--- src/hdl/psd_pkg.sv ---
// Shared widths, types and helpers for the point to segment distance pipeline.
package psd_pkg;

	// coordinate format
	localparam int COORD_W   = 24;
	localparam int FRAC_BITS = 10;
	localparam int U_BITS    = 24;              // fraction bits of the projection parameter
	localparam int GUARD     = 31 - COORD_W;    // extra fraction bits kept on the foot point

	// derived widths
	localparam int DIFF_W  = COORD_W + 1;       // coordinate difference
	localparam int PROD_W  = 2 * DIFF_W;        // difference product
	localparam int LEN_W   = 2 * COORD_W + 2;   // squared length, also divider remainder
	localparam int DOT_W   = 2 * DIFF_W + 1;    // dot product
	localparam int Q_W     = U_BITS + 1;        // raw quotient bits
	localparam int T_W     = U_BITS + 1;        // projection parameter, up to 2^U_BITS
	localparam int TPROD_W = T_W + 1 + DIFF_W;  // parameter times difference
	localparam int FULL_W  = COORD_W + U_BITS + 4;
	localparam int DELTA_W = 32;                // foot minus point, Q(FRAC_BITS+GUARD)
	localparam int SUM_W   = 2 * DELTA_W;       // squared distance
	localparam int DIST_W  = COORD_W + 1;

	localparam int DIV_STEPS  = Q_W;
	localparam int SQRT_STEPS = SUM_W / 2;

	// configuration
	localparam int MINSQ_W = 21;
	localparam int PADDR_W = 3;
	localparam int PDATA_W = 32;
	localparam logic [MINSQ_W-1:0] MINSQ_RESET =
		MINSQ_W'(((64'd1 << (2 * FRAC_BITS)) + 64'd50) / 64'd100);
	localparam logic [PADDR_W-3:0] REG_MINSQ = '0;

	// projection parameter class
	typedef enum logic [1:0] {
		TCLS_ZERO,
		TCLS_ONE,
		TCLS_DIV
	} tcls_t;

	// sideband carried along the divider row
	typedef struct packed {
		logic                        valid;
		logic                        degen;
		tcls_t                       tcls;
		logic signed [COORD_W-1:0]   sx;
		logic signed [COORD_W-1:0]   sy;
		logic signed [COORD_W-1:0]   px;
		logic signed [COORD_W-1:0]   py;
		logic signed [DIFF_W-1:0]    lx;
		logic signed [DIFF_W-1:0]    ly;
	} div_tag_t;

	// sideband carried along the square root row
	typedef struct packed {
		logic valid;
		logic degen;
	} sqrt_tag_t;

	// trial bit of square root step k, starting at the top even bit
	function automatic logic [SUM_W-1:0] sqrt_bit(input int k);
		return SUM_W'(1) << (SUM_W - 2 - 2 * k);
	endfunction

endpackage

--- src/hdl/psd_sqrt_cell.sv ---
// One digit-by-digit square root step for a fixed trial bit.
module psd_sqrt_cell import psd_pkg::*; (
	input  logic             clk,
	input  logic             arst_n,
	input  logic             en,
	input  logic [SUM_W-1:0] val_in,
	input  logic [SUM_W-1:0] root_in,
	input  logic [SUM_W-1:0] bit_in,
	input  sqrt_tag_t        tag_in,
	output logic [SUM_W-1:0] val_q,
	output logic [SUM_W-1:0] root_q,
	output sqrt_tag_t        tag_q
);

	logic [SUM_W-1:0] trial;
	logic             take;

	assign trial = root_in + bit_in;
	assign take  = val_in >= trial;

	always_ff @(posedge clk or negedge arst_n) begin
		if (!arst_n) begin
			tag_q <= '0;
		end else if (en) begin
			tag_q <= tag_in;
		end
	end

	always_ff @(posedge clk) begin
		if (en) begin
			val_q  <= take ? (val_in - trial) : val_in;
			root_q <= take ? ((root_in >> 1) + bit_in) : (root_in >> 1);
		end
	end

endmodule

--- config.mk ---
export PLATFORM = sky130hd
export DESIGN_NAME = psd_sqrt_cell
export DESIGN_NICKNAME = d
export VERILOG_FILES = /design/src/hdl/psd_pkg.sv /design/src/hdl/psd_sqrt_cell.sv
export SDC_FILE = /design/constraint.sdc
export NUM_CORES = 1
export LEC_CHECK = 0
export BUFFER_PORTS_ARGS = -buffer_cell sky130_fd_sc_hd__buf_2
export CAP_MARGIN = 20
export CORE_UTILIZATION = 60
export CTS_CLUSTER_SIZE = 16
export DETAILED_ROUTE_END_ITERATION = 16
export HOLD_SLACK_MARGIN = 0.15
export PLACE_DENSITY = 0.85
export SYNTH_ARGS = -nofsm -noshare
export SYNTH_HDL_FRONTEND = slang
export SYNTH_SLANG_ARGS = --single-unit
--- constraint.sdc ---
create_clock -name clk -period 1.74 [get_ports clk]
set_input_delay 0.348 -clock clk [delete_from_list [all_inputs] [get_ports clk]]
set_output_delay 0.348 -clock clk [all_outputs]
set_load 0.03 [all_outputs]
==> impl_metrics.yaml, run 1 <==
yosys:
  synth-async-reset-ratio: 0.01538
  synth.distinct_cells: 81
  yosys_register_bits: 130
  netlist_top_cells_area: "edfxtp_1 (23%), ha_1 (14%), o21ai_0 (6.8%), a21oi_1 (6.6%), nand2_1 (6.2%)"
  synth.avg_cell_area_sq_um: 7.938
  syn_nets: 2486
  post_synth_instance_area_sq_mm: 0.01664
  yosysTopAreaCell: "edfxtp_1"
  yosys_warnings: 0
  synth_top_cells_by_count: "nand2_1 (274), o21ai_0 (225), a21oi_1 (219)"
  synthDominantCellAreaShare: 0.2310
  synth_edf_count: 128
  ys_seq_area_frac: 0.2340
  yosys.cell_count.top_type: "nand2_1"
  dominantRegCellSynth: "edfxtp_1"
  synthesized_instance_count: 2096
clocking:
  number_of_hold_buffers_added_after_cts: 3
  root_buffer: "clkbuf_16"
  tritoncts.num_buffers: 17
  resized_gates_after_cts: 272
  cts_post_setup_buffers_inserted: 45
  cts-root-to-sink-buffers: 2
  clock_sink_count: 130
  htreeDepth: 4
placed_design:
  post-dp-hpwl_mm: 62.99
  final_wtd_congestion: 1.115
  placement.io_buffers: 326
floorplanning:
  initial_core_util: 0.6139
  ioPinCount: 327
  chipHeight_um: 168.5
  placement_rows: 60
  die_w_um: 168.5
outcome:
  flow.first_error: "[ERROR DPL-0033] detailed placement checks failed during check placement."
  stop_stage: "clock tree synthesis"
  outcome: "aborted with a tool error"
==> metrics by stage <==
| stage | std cells | hold slack (ns) | instance area [sq um] | util | setup WS (ns) |
|---|---|---|---|---|---|
| 2_1_floorplan | 2096 | 0.05241 | 16750 | - | -3.199 |
| 3_3_place_gp | 3506 | 0.1312 | 24550 | 0.9058 | -3.537 |
| 3_5_place_dp | 3506 | 0.1341 | 24550 | 0.9058 | -3.933 |
==> cells by family after synthesis <==
logic type	Yosys count	share of synthesized area
buf+inv	147	0.03933
simple gates	630	0.1744
compound gates	805	0.3034
mux	14	0.009175
fa+ha+maj	193	0.1465
flops	130	0.2340
xor+xnor	177	0.09317
==> run 2, diff against run 1 <==
Settings changed: CORE_UTILIZATION 60 to 40, CTS_CLUSTER_SIZE 16 to not set, HOLD_SLACK_MARGIN 0.15 to not set, PLACE_DENSITY 0.85 to not set, PLACE_DENSITY_LB_ADDON set to 0.15.
==> run 2 against run 1 <==
  * Area after synthesis unchanged
  * The flow now finishes, with violations (negative setup slack)
  * Synthesized cell count unchanged
==> impl_metrics.yaml, run 2 <==
outcome:
  outcome: "finished, violations left"
  violations_in_the_final_reports: "negative setup slack"
critical_path:
  timing.critical_path.arrival_ns: 5.06
  critPathMaxFanout: 21
  critical_path.most_common_cell: "buf_4"
  timing.critical_path.to_type: "flop"
  timing.critical_path.buf_inv: 9
  crit_path_top_delay_cell: "mux2_2"
  timing.critical_path.max_delay_family: "compound AO/OA/AOI/OAI gates"
  critical_path_required_ns: 1.99
  startpoint: "root_in[0]"
  worstSetupStartpointType: "primary input"
  cpPeakStageDelay_ns: 0.35
  critical_path.reg2reg.startpoint: "tag_q[1]"
  path_class: "in -> reg"
  worst-path-stages: 28
  r2r_cells: 1
global_route:
  grt_pass1_wl_mm: 108.6
  grt_antenna_before_repair: 1
  first_global_vias: 20170
  grt_use_total: 0.3309
  maximum_number_of_pins_on_one_net_before_global_route_repair: 43
  overflow: 0
timing:
  maxClockFrequency_mhz: 207.9
  timing.final.crit_period_ns: 4.810
  timing.clock.skew_ns: 0
  tightest_slew_ns: 0.6980
  slew_headroom: 0.5297
  finalCritPeriodShare: 2.764
  slew_viols_final: 0
  rsz0062_at_grt: "yes"
  final_setup_slack_of_the_worst_path_ns: -3.070
  setup_viol: 128
  timing.final.hold_violations: 0
pwr:
  share_seq_of_total_power: 0.173
  switchingPower_w: 0.01187
  total_leakage_power_nw: 13.64
  totalPowerFinal_w: 0.02753
  p_clk_frac: 0.142
  p_int_w: 0.01566
  power.combinational.fraction: 0.684
  power.switching_fraction: 0.4311
  vdd_ir_drop_max_v: 0.0008343
  power_density_mw_per_mm2: 972.8
placed_design:
  area_of_placed_instances_sq_mm: 0.02534
  post-dp-hpwl_mm: 58.27
  placement.io_buffers: 326
  final_wtd_congestion: 0.9758
detailed_routing:
  m1WireLength_mm: 35.09
  detailedRoute.firstPassIterationCount: 5
  first_iter_violations: 1387
  routed_length_on_met3_mm: 4.624
  met2_length_mm: 31.78
  ant_nets: 0
  num_vias: 21120
  remaining_drc_errors: 0
  highest-signal-layer: "met4"
  route.detailed.vias_per_inst: 5.493
  routedWlPerCell_um: 18.88
  routed_wirelength_mm: 72.61
floorplanning:
  die_w_um: 206.0
  design.core.area_sq_mm: 0.04092
  ioPinCount: 327
  placement_rows: 74
  die_area_sq_mm: 0.04242
  initial_core_util: 0.4066
  chipHeight_um: 206.0
finish:
  final_cell_area_sq_mm: 0.02830
  final_common_cell: "buf_4"
  layout-area-overhead-vs-synth_pct: 70.07
  finish.utilization: 0.6915
  final_layout_size_suffix_gt1_frac: 0.4807
  finish.net_count: 3689
  nFillCells: 3432
  multiInputGateArea_sq_mm: 0.01346
  top_regs: "root_q: 64 flops, val_q: 64 flops, tag_q: 2 flops"
  sequential_cell_area_sq_mm: 0.003894
  mostFrequentLayoutCells: "buf_4 (903), buf_2 (321), nand2_1 (210)"
clocking:
  tritoncts.num_buffers: 17
  clock_sink_count: 130
  htreeDepth: 4
  clock_latency_ns: 0.49
  clock_transition_at_path_regs_ns: 0.07
  cts-root-to-sink-buffers: 2
  root_buffer: "clkbuf_16"
  tritoncts_clock_tree: "built"
yosys:
  post_synth_instance_area_sq_mm: 0.01664
  synth-async-reset-ratio: 0.01538
  yosysTopAreaCell: "edfxtp_1"
  dominantRegCellSynth: "edfxtp_1"
  netlist_top_cells_area: "edfxtp_1 (23%), ha_1 (14%), o21ai_0 (6.8%), a21oi_1 (6.6%), nand2_1 (6.2%)"
  syn_nets: 2486
  synth_top_cells_by_count: "nand2_1 (274), o21ai_0 (225), a21oi_1 (219)"
  yosys.cell_count.top_type: "nand2_1"
  yosys_register_bits: 130
  synth.distinct_cells: 81
  ys_seq_area_frac: 0.2340
  synth.avg_cell_area_sq_um: 7.938
  synthesized_instance_count: 2096
  yosys_warnings: 0
  synth_edf_count: 128
  synthDominantCellAreaShare: 0.2310
run:
  cap_violations: 0
min_path:
  min_delay_path_depth: 2
  min_from: "tag_in[0]"
  worst_hold_path_type: "in -> reg"
-- run 2: cell counts after synthesis --
No cell type changed its count.
-- run 2: final timing paths --
path | endpoint | slack [ns]
min in group asynchronous | tag_q[0] | 0.19
max in group asynchronous | tag_q[1] | 1.45
worst min-delay path | tag_q[0] | 0.08
worst max-delay path | val_q[1] | -3.07
worst min register to register | tag_q[0] | 0.51
worst max register to register | tag_q[1] | 1.00
-- run 2: cell type report --
| type | count | area share |
|---|---|---|
| Antenna cell | 1 | 0.00008843 |
| Clock buffer | 18 | 0.01517 |
| Clock inverter | 14 | 0.006279 |
| Inverter | 44 | 0.005925 |
| Multi-Input combinational cell | 1819 | 0.4757 |
| Sequential cell | 130 | 0.1376 |
| Tap cell | 532 | 0.02352 |
| Timing Repair Buffer | 1287 | 0.3357 |
-- run 2: metal layers --
layer	vias up	track usage
li1	10260	-
met1	10070	0.4886
met2	706	0.4952
met3	85	0.05503
met4	0	0.07826
met5	-	0
-- run 2: logic make-up after synthesis --
group	share of synthesized area
multiplexers	0.009175
flip-flops	0.2340
AND/OR/NAND/NOR	0.1744
XOR/XNOR	0.09317
AO/OA/AOI/OAI	0.3034
adder cells (fa/ha/maj)	0.1465
buffers and inverters	0.03933
-- run 2: power by group through the flow --
stage	Combinational [W]	Sequential (W)	Clock [W]
after floorplan	0.00699	0.00637	0
after global placement	0.0153	0.00482	0
after detailed placement	0.0155	0.00482	0
after CTS	0.0175	0.00478	0.00398
after global routing	0.0201	0.00485	0.00407
final	0.0188	0.00478	0.00392
-- run 2: through the flow --
stage                     setup TNS [ns]  cells  hold WS [ns]  setup WS [ns]
after floorplan                  -408.64   2096       0.05241         -3.199
after global routing             -397.37   3845       0.06907         -3.189
after global placement           -482.48   3741        0.1330         -3.881
after CTS                        -385.67   3828       0.04926         -3.132
after detailed placement         -490.58   3741        0.1364         -3.963
final                            -380.53   3845       0.08301         -3.070
-- run 2: repair_timing --
item | in CTS | in global routing
gates resized for setup | 210 | 246
setup endpoints to repair | 128 | 128
endpoints found under the hold margin | 2 | 0
hold buffers | 1 | 0
gates cloned | 11 | 6
buffers inserted | 46 | 22
pin swaps | 68 | 98
(Power assumes the default switching activity.)
