<file path="src/hdl/psd_pkg.sv">
// Shared widths, types and helpers for the point to segment distance pipeline.
package psd_pkg;

	// coordinate format
	localparam int COORD_W   = 24;
	localparam int FRAC_BITS = 10;
	localparam int U_BITS    = 24;              // fraction bits of the projection parameter
	localparam int GUARD     = 31 - COORD_W;    // extra fraction bits kept on the foot point

	// derived widths
	localparam int DIFF_W  = COORD_W + 1;       // coordinate difference
	localparam int PROD_W  = 2 * DIFF_W;        // difference product
	localparam int LEN_W   = 2 * COORD_W + 2;   // squared length, also divider remainder
	localparam int DOT_W   = 2 * DIFF_W + 1;    // dot product
	localparam int Q_W     = U_BITS + 1;        // raw quotient bits
	localparam int T_W     = U_BITS + 1;        // projection parameter, up to 2^U_BITS
	localparam int TPROD_W = T_W + 1 + DIFF_W;  // parameter times difference
	localparam int FULL_W  = COORD_W + U_BITS + 4;
	localparam int DELTA_W = 32;                // foot minus point, Q(FRAC_BITS+GUARD)
	localparam int SUM_W   = 2 * DELTA_W;       // squared distance
	localparam int DIST_W  = COORD_W + 1;

	localparam int DIV_STEPS  = Q_W;
	localparam int SQRT_STEPS = SUM_W / 2;

	// configuration
	localparam int MINSQ_W = 21;
	localparam int PADDR_W = 3;
	localparam int PDATA_W = 32;
	localparam logic [MINSQ_W-1:0] MINSQ_RESET =
		MINSQ_W'(((64'd1 << (2 * FRAC_BITS)) + 64'd50) / 64'd100);
	localparam logic [PADDR_W-3:0] REG_MINSQ = '0;

	// projection parameter class
	typedef enum logic [1:0] {
		TCLS_ZERO,
		TCLS_ONE,
		TCLS_DIV
	} tcls_t;

	// sideband carried along the divider row
	typedef struct packed {
		logic                        valid;
		logic                        degen;
		tcls_t                       tcls;
		logic signed [COORD_W-1:0]   sx;
		logic signed [COORD_W-1:0]   sy;
		logic signed [COORD_W-1:0]   px;
		logic signed [COORD_W-1:0]   py;
		logic signed [DIFF_W-1:0]    lx;
		logic signed [DIFF_W-1:0]    ly;
	} div_tag_t;

	// sideband carried along the square root row
	typedef struct packed {
		logic valid;
		logic degen;
	} sqrt_tag_t;

	// trial bit of square root step k, starting at the top even bit
	function automatic logic [SUM_W-1:0] sqrt_bit(input int k);
		return SUM_W'(1) << (SUM_W - 2 - 2 * k);
	endfunction

endpackage

</file>
<file path="src/hdl/psd_div_cell.sv">
// One restoring division step: shift the remainder, subtract when it fits.
module psd_div_cell import psd_pkg::*; (
	input  logic             clk,
	input  logic             arst_n,
	input  logic             en,
	input  logic [LEN_W-1:0] rem_in,
	input  logic [LEN_W-1:0] den_in,
	input  logic [Q_W-1:0]   quo_in,
	input  div_tag_t         tag_in,
	output logic [LEN_W-1:0] rem_q,
	output logic [LEN_W-1:0] den_q,
	output logic [Q_W-1:0]   quo_q,
	output div_tag_t         tag_q
);

	logic [LEN_W:0]   shifted;
	logic [LEN_W:0]   diff;
	logic             fits;
	logic [LEN_W-1:0] rem_next;

	// remainder stays below the divisor, so the shifted value is below twice it
	assign shifted  = {rem_in, 1'b0};
	assign diff     = shifted - {1'b0, den_in};
	assign fits     = shifted >= {1'b0, den_in};
	assign rem_next = fits ? diff[LEN_W-1:0] : shifted[LEN_W-1:0];

	always_ff @(posedge clk or negedge arst_n) begin
		if (!arst_n) begin
			tag_q <= '0;
		end else if (en) begin
			tag_q <= tag_in;
		end
	end

	always_ff @(posedge clk) begin
		if (en) begin
			rem_q <= rem_next;
			den_q <= den_in;
			quo_q <= {quo_in[Q_W-2:0], fits};
		end
	end

endmodule

</file>
<file path="config.mk">
export PLATFORM = sky130hd
export DESIGN_NAME = psd_div_cell
export DESIGN_NICKNAME = d
export VERILOG_FILES = /design/src/hdl/psd_pkg.sv /design/src/hdl/psd_div_cell.sv
export SDC_FILE = /design/constraint.sdc
export NUM_CORES = 1
export LEC_CHECK = 0
export ABC_CLOCK_PERIOD_IN_PS = 1220
export BUFFER_PORTS_ARGS = -buffer_cell sky130_fd_sc_hd__buf_4
export CORE_AREA = 2 2 215 217
export DETAILED_ROUTE_END_ITERATION = 10
export DIE_AREA = 0 0 217 219
export GPL_TIMING_DRIVEN = 0
export PLACE_DENSITY_LB_ADDON = 0.25
export REMOVE_ABC_BUFFERS = 1
export SYNTH_ARGS = -nofsm -noshare
export SYNTH_HDL_FRONTEND = slang
export SYNTH_SLANG_ARGS = --single-unit
</file>
<file path="constraint.sdc">
create_clock -name clk -period 1.22 [get_ports clk]
set_input_delay 0.305 -clock clk [delete_from_list [all_inputs] [get_ports clk]]
set_output_delay 0.305 -clock clk [all_outputs]
set_load 0.05 [all_outputs]
</file>
# Word level (Yosys, flattened, before mapping)
# Cells that the tools add are included.
[word_totals]
regBits = 275
latch_bits = 0
ram_bits = 0
romBits = 0
in_bits = 278
output_inout_bits = 275
word_cells = 16
n_memories = 0
[op_classes]
n_addsub = 1
n_mul = 0
n_div = 0
magnitude_cmp = 1
n_eq_ne = 0
n_shift = 0
mux = 1
n_bitwise = 0
reduce_logical = 0
[op_table]
columns = ["cell", "n"]
rows = [
  ["$ge A51 B50 Y1", 1],
  ["$mux W50", 1],
  ["$sub A50 B50 Y50", 1],
]

# Longest topological paths before layout
[depth]
word_depth = 2
mapped_depth = 15

# Worst setup path after synthesis
# No wires, ideal clock.
[synth_timing]
path_kind = "input-to-reg"
start = "input den_in[0]"
end = "register rem_q[40] (data pin)"
arrival_ps = 2801
path_slack_ps = -1838
stages = 12
n_path_buf = 0
cell_sequence = "inv_1 fa_1 a211oi_2 o21bai_1 o21ba_1 o22a_1 a31o_1 a311o_1 a211oi_2 o31ai_1 xnor2_1 o21ai_1"
[synth_between]
elab_chain_cells = 2
elab_cells_between_ends = 3
classes_between = "1 x add/sub; 1 x order compare; 1 x mux"
[synth_rtl]
columns = ["element", "line", "source"]
rows = [
  ["start, declared", "psd_div_cell.sv:7", "input logic [LEN_W-1:0] den_in,"],
  ["$sub A50 B50 Y50 or $ge A51 B50 Y1 (tied branches)", "psd_div_cell.sv:23, psd_div_cell.sv:24", ""],
  ["$mux W50 *", "psd_div_cell.sv:25", "assign rem_next = fits ? diff[LEN_W-1:0] : shifted[LEN_W-1:0];"],
  ["net rem_next[40]", "psd_div_cell.sv:19", "logic [LEN_W-1:0] rem_next;"],
  ["end signal, assigned", "psd_div_cell.sv:37", "rem_q <= rem_next;"],
  ["end, declared", "psd_div_cell.sv:10", "output logic [LEN_W-1:0] rem_q,"],
]
# Mark *: on every way through the listed nets, which the timed path passes. The rest lies on a longest branch.
# A chain may end at the register's enable or synchronous reset.

# Final worst setup path
[layout_timing]
start = "input rem_in[0]"
end = "register rem_q[48] (data pin)"
[layout_between]
elab_chain_cells = 2
elab_cells_between_ends = 3
classes_between = "1 x add/sub; 1 x order compare; 1 x mux"
[layout_rtl]
columns = ["element", "line", "source"]
rows = [
  ["start, declared", "psd_div_cell.sv:6", "input logic [LEN_W-1:0] rem_in,"],
  ["$sub A50 B50 Y50 or $ge A51 B50 Y1 (tied branches)", "psd_div_cell.sv:23, psd_div_cell.sv:24", ""],
  ["$mux W50 *", "psd_div_cell.sv:25", ""],
  ["net rem_next[48]", "psd_div_cell.sv:19", ""],
]
# Marks and branches as above.

==> qor.txt <==
status -> finished, violations left
failing checks -> hold timing, setup timing
Crit path required time -> 1.50 ns
Mean Syn Cell Area -> 12.35 µm²
DRC -> 0
fin. max-slew vios -> 0
die width -> 217 µm
Post-synth ARST share -> 54.55%
Internal Pwr Total -> 21.55 mW
Least-Margin Pin Slew -> 0.8193 ns
Post-Syn Instances -> 1045
Row Count -> 78
mapped cell area -> 12910 µm²
Boundary Pins -> 553
Seq pwr share -> 34.4%
period utilization -> 223.3%
Worst R2R Start -> tag_q[54]
Storage cell area -> 7507 µm²
Post-synth EDFFs -> 125
r2r setup slk -> 0.19 ns
total number of vias -> 11.98k
CTS tree -> done
clock sinks -> 275
Max clock buf depth -> 3
Starting DRT DRC Count -> 541
worst path arrival time -> 3.00 ns
RSZ-0062 raised after global routing -> yes
CP Capture Type -> register
Critical Path, Cell by Cell -> buf_4 -> fa_2 -> a211oi_2 -> o21bai_1 -> o21ba_2 -> o22a_4 -> a31o_4 -> a311oi_4 -> o211ai_1 -> a221oi_2 -> xor2_1 -> o21ai_1
Synth area leaders -> dfrtp_1, edfxtp_1, mux2_2
number of buffers created by CTS -> 34
Area growth syn-to-layout -> 89.23%
Critical Path Max Stage Delay -> 0.41 ns
Pleak -> 10.59 nW
ANT cells -> 0
top cell type's share of synthesized area -> 29.08%
Tmin final -> 2.725 ns
hold slack final -> -0.2203 ns
Clk pwr share -> 29.7%
hold-fix buffers at CTS -> 223
Synth Flop Type -> dfrtp_1
CTS H-tree lvls -> 2
pwr dens -> 1358 nW/µm²
Rel. slew slack -> 44.96%
final setup fails -> 326
Net Sw Power -> 11.62 mW
Avg Vias per Cell -> 4.714
Cell Area, Placed -> 17670 µm²
post-synthesis register bit count -> 275
clock slew at reported path FFs -> 0.06 ns
Non-Filler Instances -> 2542
Worst path slowest cell -> a311oi_4
critical path launch point type -> input port
setup_tns -> -108.02 ns
Commonest cells post-synth -> dfrtp_1, mux2_2, edfxtp_1, a21oi_1, nand2_1
sequential element share of the synthesized area -> 58.15%
core area -> 45090 µm²
vias in the first global route -> 12.70k
combinational power share -> 35.8%
area of the multi-input gates -> 6297 µm²
Die Ht -> 219 µm
GRT Util Overall -> 21.87%
CP startpoint -> rem_in[0]
Placement Setup Slack -> -3.270 ns
cell taking the most area after synthesis -> dfrtp_1
fin nets -> 2246
max-cap viol count -> 0
synth warn -> 0
first-pass GRT wire length -> 77.84 mm
Peak Freq -> 367.0 MHz
Clock Tree Root -> clkbuf_16
fin util -> 54.18%
drt first pass iters -> 5
worst reg2reg path endpoint -> tag_q[54]
Port-buffer cells -> 551
Power Total -> 33.17 mW
Min-Delay Path Class -> input port to async pin
antenna violations before repair -> 2
Placer Congestion -> 0.8340
global route overflow -> 0
Worst-Skew Late Latency -> 0.54 ns
Starting Density -> 28.63%
Worst Reg2Reg Path Length in Cells -> 3
die area -> 47520 µm²
Cell variety after synth -> 57
Final Cell Area -> 24430 µm²
pin count of the biggest net entering global routing -> 121
routed wire length -> 53.89 mm
post-route setup slack -> -1.505 ns
Final Hold Fails -> 69
share of cells above drive strength 1 -> 54.02%
Worst Path Class, Setup -> input port to register
maximum vdd drop -> 1188 µV
WL/cell -> 21.20 µm
Fillers -> 3781
worst setup path end -> rem_q[48]
CP Max Fanout -> 3
Placed Cells -> 2147
Clock Skew -> 0 ns
placed wire-length estimate -> 34.71 mm
switching portion of total power -> 35.03%
Routed Antenna Nets -> 0
layer usage:
| metal | vias up | part of all wire [%] | global-route usage [%] |
|---|---|---|---|
| li1 | 5534 | - | - |
| met1 | 5845 | 36 | 23.77 |
| met2 | 491 | 52 | 39.21 |
| met3 | 108 | 7.8 | 6.431 |
| met4 | 4 | 5.0 | 9.977 |
| met5 | - | 0.043 | 0 |
flip-flops by register name (all words and copies together) (netlist names):
signal  count
tag_q     150
quo_q      25
rem_q      50
den_q      50
critical path: cells and delay by family:
kind            cells  cell delay (ns)
fa+ha+maj           1             0.37
xor+xnor            1             0.16
buf+inv             1             0.14
compound gates      9             2.01
logic make-up after synthesis:
group | Yosys count | synth area share, %
flops | 275 | 58.15
compound gates | 220 | 10.52
simple gates | 189 | 6.590
mux | 151 | 13.16
buf+inv | 115 | 3.595
fa+ha+maj | 51 | 5.001
xor+xnor | 44 | 2.985
power groups by stage:
| stage | registers [mW] | logic (mW) | clock network (mW) |
|---|---|---|---|
| 2_1_floorplan | 14.8 | 2.12 | 0 |
| 3_3_place_gp | 11.4 | 8.98 | 0 |
| 3_5_place_dp | 11.4 | 9.02 | 0 |
| 4_1_cts | 11.4 | 11.3 | 10.1 |
| 5_1_grt | 11.5 | 12.4 | 10.5 |
| 6_report | 11.4 | 11.9 | 9.86 |
area by class of cell:
class,count,share of cell area (%)
multi-input combinational,665,25.78
sequential,275,30.73
tap,600,3.073
inverter,63,1.178
clock buffer,48,3.867
timing repair inverter,3,0.2458
clock inverter,13,0.5275
timing repair buffer,875,34.60
layout by cell type, fill, tap and decap left out, types with 15 or more instances in the layout:
cell / instances
clkbuf_16: 35
xor2_1: 15
ha_1: 16
dlygate4sd3_1: 223
o21bai_1: 15
xnor2_1: 25
o21ai_0: 24
dfrtp_1: 150
a21oi_1: 54
buf_6: 296
a21oi_2: 31
a21o_1: 25
inv_1: 50
edfxtp_1: 125
nand2_1: 46
nor2_1: 37
nor2_4: 16
mux2_2: 150
nand2_2: 16
ha_4: 28
buf_4: 337
timing repair:
action | CTS | global route
setup buffers | 56 | 44
endpoints found under the hold margin | 292 | 69
pin swaps | 45 | 64
gates resized for setup | 467 | 150
cloned | 13 | 0
setup endpoints to repair | 326 | 326
worst min-delay path by stage:
stage	startpoint	endpoint	cells after the start
after floorplan	arst_n	tag_q[0]	0
after global placement	quo_in[20]	quo_q[21]	1
after detailed placement	arst_n	tag_q[139]	1
after CTS	arst_n	tag_q[139]	1
after global routing	arst_n	tag_q[139]	1
final	arst_n	tag_q[139]	1
No activity file was read; power rests on OpenSTA's default activity.
